**src/design/rau_pkg.sv**
```systemverilog
`default_nettype none
package rau_pkg;

   // operand width used from each 32-bit field
   localparam int WIDTH = 32;
   // exact magnitude width of products and sums
   localparam int MAG_W = 2 * WIDTH;
   localparam int CNT_W = $clog2(MAG_W);

   localparam logic [MAG_W-1:0] POS_LIMIT = {{(MAG_W-WIDTH+1){1'b0}}, {(WIDTH-1){1'b1}}};
   localparam logic [MAG_W-1:0] NEG_LIMIT = POS_LIMIT + MAG_W'(1);

   // opcodes
   localparam logic [2:0] OP_ADD = 3'd0;
   localparam logic [2:0] OP_SUB = 3'd1;
   localparam logic [2:0] OP_MUL = 3'd2;
   localparam logic [2:0] OP_DIV = 3'd3;

   // status codes
   localparam logic [1:0] ST_OK       = 2'd0;
   localparam logic [1:0] ST_ZERO_DEN = 2'd1;
   localparam logic [1:0] ST_OVERFLOW = 2'd2;

   typedef enum logic [3:0] {
      S_IDLE, S_MUL0, S_MUL1, S_MUL2, S_SUM, S_RED, S_CHECK, S_EMIT
   } rau_state_type;

   typedef enum logic [2:0] {
      U_IDLE, U_GCD, U_DIVN, U_DIVD, U_DONE
   } rau_unit_state_type;

   typedef struct packed {
      logic             start;
      logic [MAG_W-1:0] nmag;
      logic [MAG_W-1:0] dmag;
   } rau_cmd_type;

   typedef struct packed {
      logic             done;
      logic [MAG_W-1:0] nred;
      logic [MAG_W-1:0] dred;
   } rau_resp_type;

endpackage
`default_nettype wire

```
**src/design/rau_reduce.sv**
```systemverilog
`default_nettype none
// Reduce a fraction: binary gcd, then two restoring divisions by the gcd.
module rau_reduce (
   input  wire                   clock,
   input  wire                   reset,
   input  wire rau_pkg::rau_cmd_type cmd,
   output rau_pkg::rau_resp_type resp
);
   import rau_pkg::*;

   rau_unit_state_type state_ff, state_in;
   logic [MAG_W-1:0] u_ff, u_in, v_ff, v_in;
   logic [CNT_W-1:0] k_ff, k_in, cnt_ff, cnt_in;
   logic [MAG_W-1:0] d_ff, d_in, g_ff, g_in;
   logic [MAG_W-1:0] rem_ff, rem_in, quo_ff, quo_in, nred_ff, nred_in;
   logic [MAG_W:0]   trial;
   logic             take;
   logic [MAG_W-1:0] rem_next, quo_next;
   logic             cnt_last;

   // one restoring division step
   assign trial    = {rem_ff, quo_ff[MAG_W-1]};
   assign take     = trial >= {1'b0, g_ff};
   assign rem_next = take ? MAG_W'(trial - {1'b0, g_ff}) : trial[MAG_W-1:0];
   assign quo_next = {quo_ff[MAG_W-2:0], take};
   assign cnt_last = &cnt_ff;

   // next state
   always_comb begin
      state_in = state_ff;
      unique case (state_ff)
         U_IDLE:  if (cmd.start) state_in = U_GCD;
         U_GCD:   if (u_ff == '0) state_in = U_DIVN;
         U_DIVN:  if (cnt_last) state_in = U_DIVD;
         U_DIVD:  if (cnt_last) state_in = U_DONE;
         U_DONE:  state_in = U_IDLE;
         default: state_in = U_IDLE;
      endcase
   end

   // datapath
   always_comb begin
      u_in = u_ff; v_in = v_ff; k_in = k_ff; cnt_in = cnt_ff;
      d_in = d_ff; g_in = g_ff; rem_in = rem_ff; quo_in = quo_ff; nred_in = nred_ff;
      unique case (state_ff)
         U_IDLE: begin
            if (cmd.start) begin
               u_in = cmd.nmag; v_in = cmd.dmag; k_in = '0;
               d_in = cmd.dmag; quo_in = cmd.nmag;
            end
         end
         U_GCD: begin
            priority if (u_ff == '0) begin
               g_in = v_ff << k_ff; rem_in = '0; cnt_in = '0;
            end else if (!u_ff[0] && !v_ff[0]) begin
               u_in = u_ff >> 1; v_in = v_ff >> 1; k_in = k_ff + CNT_W'(1);
            end else if (!u_ff[0]) begin
               u_in = u_ff >> 1;
            end else if (!v_ff[0]) begin
               v_in = v_ff >> 1;
            end else if (u_ff >= v_ff) begin
               u_in = u_ff - v_ff;
            end else begin
               v_in = v_ff - u_ff;
            end
         end
         U_DIVN: begin
            rem_in = rem_next; quo_in = quo_next; cnt_in = cnt_ff + CNT_W'(1);
            if (cnt_last) begin
               nred_in = quo_next; quo_in = d_ff; rem_in = '0;
            end
         end
         U_DIVD: begin
            rem_in = rem_next; quo_in = quo_next; cnt_in = cnt_ff + CNT_W'(1);
         end
         U_DONE: ;
         default: ;
      endcase
   end

   always_ff @(posedge clock) begin
      if (reset) begin
         state_ff <= U_IDLE;
      end else begin
         state_ff <= state_in;
      end
      u_ff <= u_in; v_ff <= v_in; k_ff <= k_in; cnt_ff <= cnt_in;
      d_ff <= d_in; g_ff <= g_in; rem_ff <= rem_in; quo_ff <= quo_in; nred_ff <= nred_in;
   end

   assign resp.done = state_ff == U_DONE;
   assign resp.nred = nred_ff;
   assign resp.dred = quo_ff;

endmodule
`default_nettype wire

```
**config.mk**
```make
export PLATFORM = sky130hd
export DESIGN_NAME = rau_reduce
export DESIGN_NICKNAME = d
export VERILOG_FILES = /design/src/design/rau_pkg.sv /design/src/design/rau_reduce.sv
export SDC_FILE = /design/constraint.sdc
export NUM_CORES = 1
export LEC_CHECK = 0
export BUFFER_PORTS_ARGS = -buffer_cell sky130_fd_sc_hd__buf_2
export CORE_MARGIN = 4
export CORE_UTILIZATION = 45
export CTS_CLUSTER_SIZE = 28
export DETAILED_ROUTE_END_ITERATION = 16
export PLACE_DENSITY = 0.73
export SYNTH_ARGS = -nofsm -noshare
export SYNTH_HDL_FRONTEND = slang
export SYNTH_SLANG_ARGS = --single-unit
```
**constraint.sdc**
```tcl
create_clock -name clock -period 16 [get_ports clock]
set_input_delay 0.8 -clock clock [delete_from_list [all_inputs] [get_ports clock]]
set_output_delay 0.8 -clock clock [all_outputs]
set_load 0.005 [all_outputs]
```
==> results.md <==
* Outcome: finished clean
* Initial antenna violation count at 1
* Max Cap Violations at 0
* Vias per inst at around 6.2
* Switching power at around 1.8 mW
* Achievable frequency at 0.174 GHz
* Pwr dens at 121 mW/mm2
* I/O Buffers at approximately 260
* Final hold slack at 0.339 ns
* Wire length per cell at 24.2 um
* YS warnings at 0
* Peak supply drop at 85.4 uV
* Routed via count at roughly 30,000
* Final Hold Fails at 0
* FF+latch count, synth at between 400 and 500
* Cts-stage hold buffer count at 0
* Crit Path Max Fanout at 65
* Post-CTS Resized at 0
* CTS Buffer Depth at 3
* Hold/Removal Path Class: input port to flop
* Die area at 0.0799 mm2
* Core Footprint at ~0.075 mm2
* Site Rows at 100
* Total negative setup slack at 0 ns
* Unrepaired setup endpoints after global routing: false
* Placer Congestion at approximately 1.1
* Ys async rst share at 0
* Critical path arrival at between 5 and 6 ns
* Seq/Total Area, Yosys at 0.409
* Int Pwr at 2.74 mW
* Commonest non-fill, non-tap cell in the layout: edfxtp_1
* Layout cells sized above 1 at 0.122
* Sink Count at roughly 460
* Least-Margin Pin Slew at about 1.4 ns
* Pin count of the biggest net entering global routing at 85
* Detailed Place HPWL at between 80,000 and 90,000 um
* Combinational power share at 0.386
* Clock transition at path regs at 0.07 ns
* Crit path required time at around 16 ns
* Most frequent cells in the layout: 460 x edfxtp_1, 437 x nor2_1, 363 x a21oi_1, 316 x nand2_1, 311 x inv_1
* Slew HR at 0.0719
* Clock network power share at 0.268
* Number of flops mapped to enable cells by yosys at between 400 and 500
* Initial DRC count at about 3,700
* Starting density of the core at 0.455
* Post-DRT Antenna Nets at 0
* Synth Cell Area at 0.0340 mm2
* Kind of critical path: flop to flop
* Sw Ratio at 0.397
* Mean Syn Cell Area at approximately 9.2 um2
* # diodes at 0
* DRT Pass-1 Iters at 8
* Cells after Synth at 3,700
* Total gr overflow at 0
* Fin crit period at 5.76 ns
* CTS tree: done
* Root buf cell: clkbuf_16
* Die height at ~280 um
* Sequential share of power at 0.346
* Post-CTS setup buffer count at 0
* Syn nets at 4,029
* Vias in the first global route at approximately 29,000
* Layout area overhead at 10.8%
* Setup Viol. Count Final at 0
* Period utilization at 0.360
* CP Launch Type: flop
* Post-synth cell types at just under 80
* Drc violations at 0
* Layout Skew at around 0.052 ns
* Clock Latency Late Sink at 0.65 ns
* Critical Path Sink Type: flop
* First-pass GRT wire length at between 150,000 and 200,000 um
* IO Pins at 260
* Total global-route track usage at 0.284
* Routed wire length at around 120,000 um
* Htree depth at 2
* Ys flop type: edfxtp_1
* Nets at 4,148
* Final slew viol count at 0
* Total CTS buffers at 52
* Leak pwr at between 15 and 20 nW
* Chip width at about 280 um
[cell families after synthesis]
kind of cell               share of synthesized area
buffers and inverters                         0.0622
and+or+nand+nor                                0.136
adders and majority gates                     0.0736
AOI/OAI and AO/OA                              0.208
DFF                                            0.409
xor gates and xnor gates                      0.0480
muxes                                         0.0634
[worst paths after layout]
path / end / start / depth (start not counted) / slack [ns]
max reg2reg: rem_ff[51] / u_ff[15] / 7 / 10.24
min: d_ff[45] / cmd[45] / 1 / 0.34
min reg2reg: nred_ff[57] / quo_ff[56] / 0 / 0.48
max: rem_ff[51] / u_ff[15] / 7 / 10.24
[critical path, stage by stage (launching register included)]
cell	delay, ns
edfxtp_1	0.59
nor4_1	1.03
nand4_1	0.50
nor4_1	1.17
and2_2	0.30
buf_4	0.64
or2_2	0.33
buf_4	0.72
[flip-flops by register name (all words and copies together) (netlist names), 6 cells and up]
name,cells
k_ff,6
u_ff,64
v_ff,64
d_ff,64
quo_ff,64
cnt_ff,6
g_ff,64
nred_ff,64
rem_ff,64
[layout make-up]
cell class / instances / area (um2)
timing repair buffer: 299 / 1600
clock buffer: 58 / 1320
multi-input combinational: 2688 / 18000
sequential: 463 / 13900
inverter: 315 / 1180
tap: 969 / 1210
clock inverter: 34 / 377
fill: 7060 / 37000
[Yosys cell counts (all sizes together) (24+ instances only)]
master,instances,area (um2)
o21a,25,188
a31oi,38,238
nor4,26,163
a222oi,63,631
mux4,50,1130
xnor2,131,1150
o21bai,69,529
buf,41,206
ha,195,2440
o21ai,224,1120
nand4,52,325
a211oi,24,180
o22ai,34,213
nand2,317,1190
xor2,55,482
a21o,67,503
clkbuf,193,724
a221oi,77,674
inv,312,1170
nor2,439,1660
nand3,38,195
a21oi,364,1830
nor3,82,410
edfxtp,460,13800
mux2i,96,961
[metrics by stage]
step | cells | cell area (um2) | power (mW) | util | worst slack [ns]
after floorplan | 3700 | 34000 | 2.71 | - | 8.26
after global placement | 4734 | 35900 | 3.30 | 0.482 | 10.52
after detailed placement | 4734 | 35900 | 3.28 | 0.482 | 10.39
after CTS | 4826 | 37600 | 4.51 | 0.504 | 10.39
after global routing | 4826 | 37600 | 4.75 | 0.504 | 10.29
final | 4826 | 37600 | 4.55 | 0.504 | 10.24
[power groups by stage]
stage / Combinational (mW) / Sequential (mW) / Clock (mW)
floorplan: 1.17 / 1.54 / 0
global placement: 1.71 / 1.59 / 0
detailed placement: 1.69 / 1.59 / 0
CTS: 1.71 / 1.57 / 1.24
global route: 1.88 / 1.58 / 1.29
finish: 1.76 / 1.57 / 1.22
[layer usage]
metal | track usage | vias up | part of all wire
li1 | - | 13800 | -
met1 | 0.386 | 14400 | 0.41
met2 | 0.449 | 1576 | 0.45
met3 | 0.0519 | 294 | 0.092
met4 | 0.122 | 2 | 0.049
met5 | 0 | - | 0.000086
No activity file was read; power rests on OpenSTA's default activity.
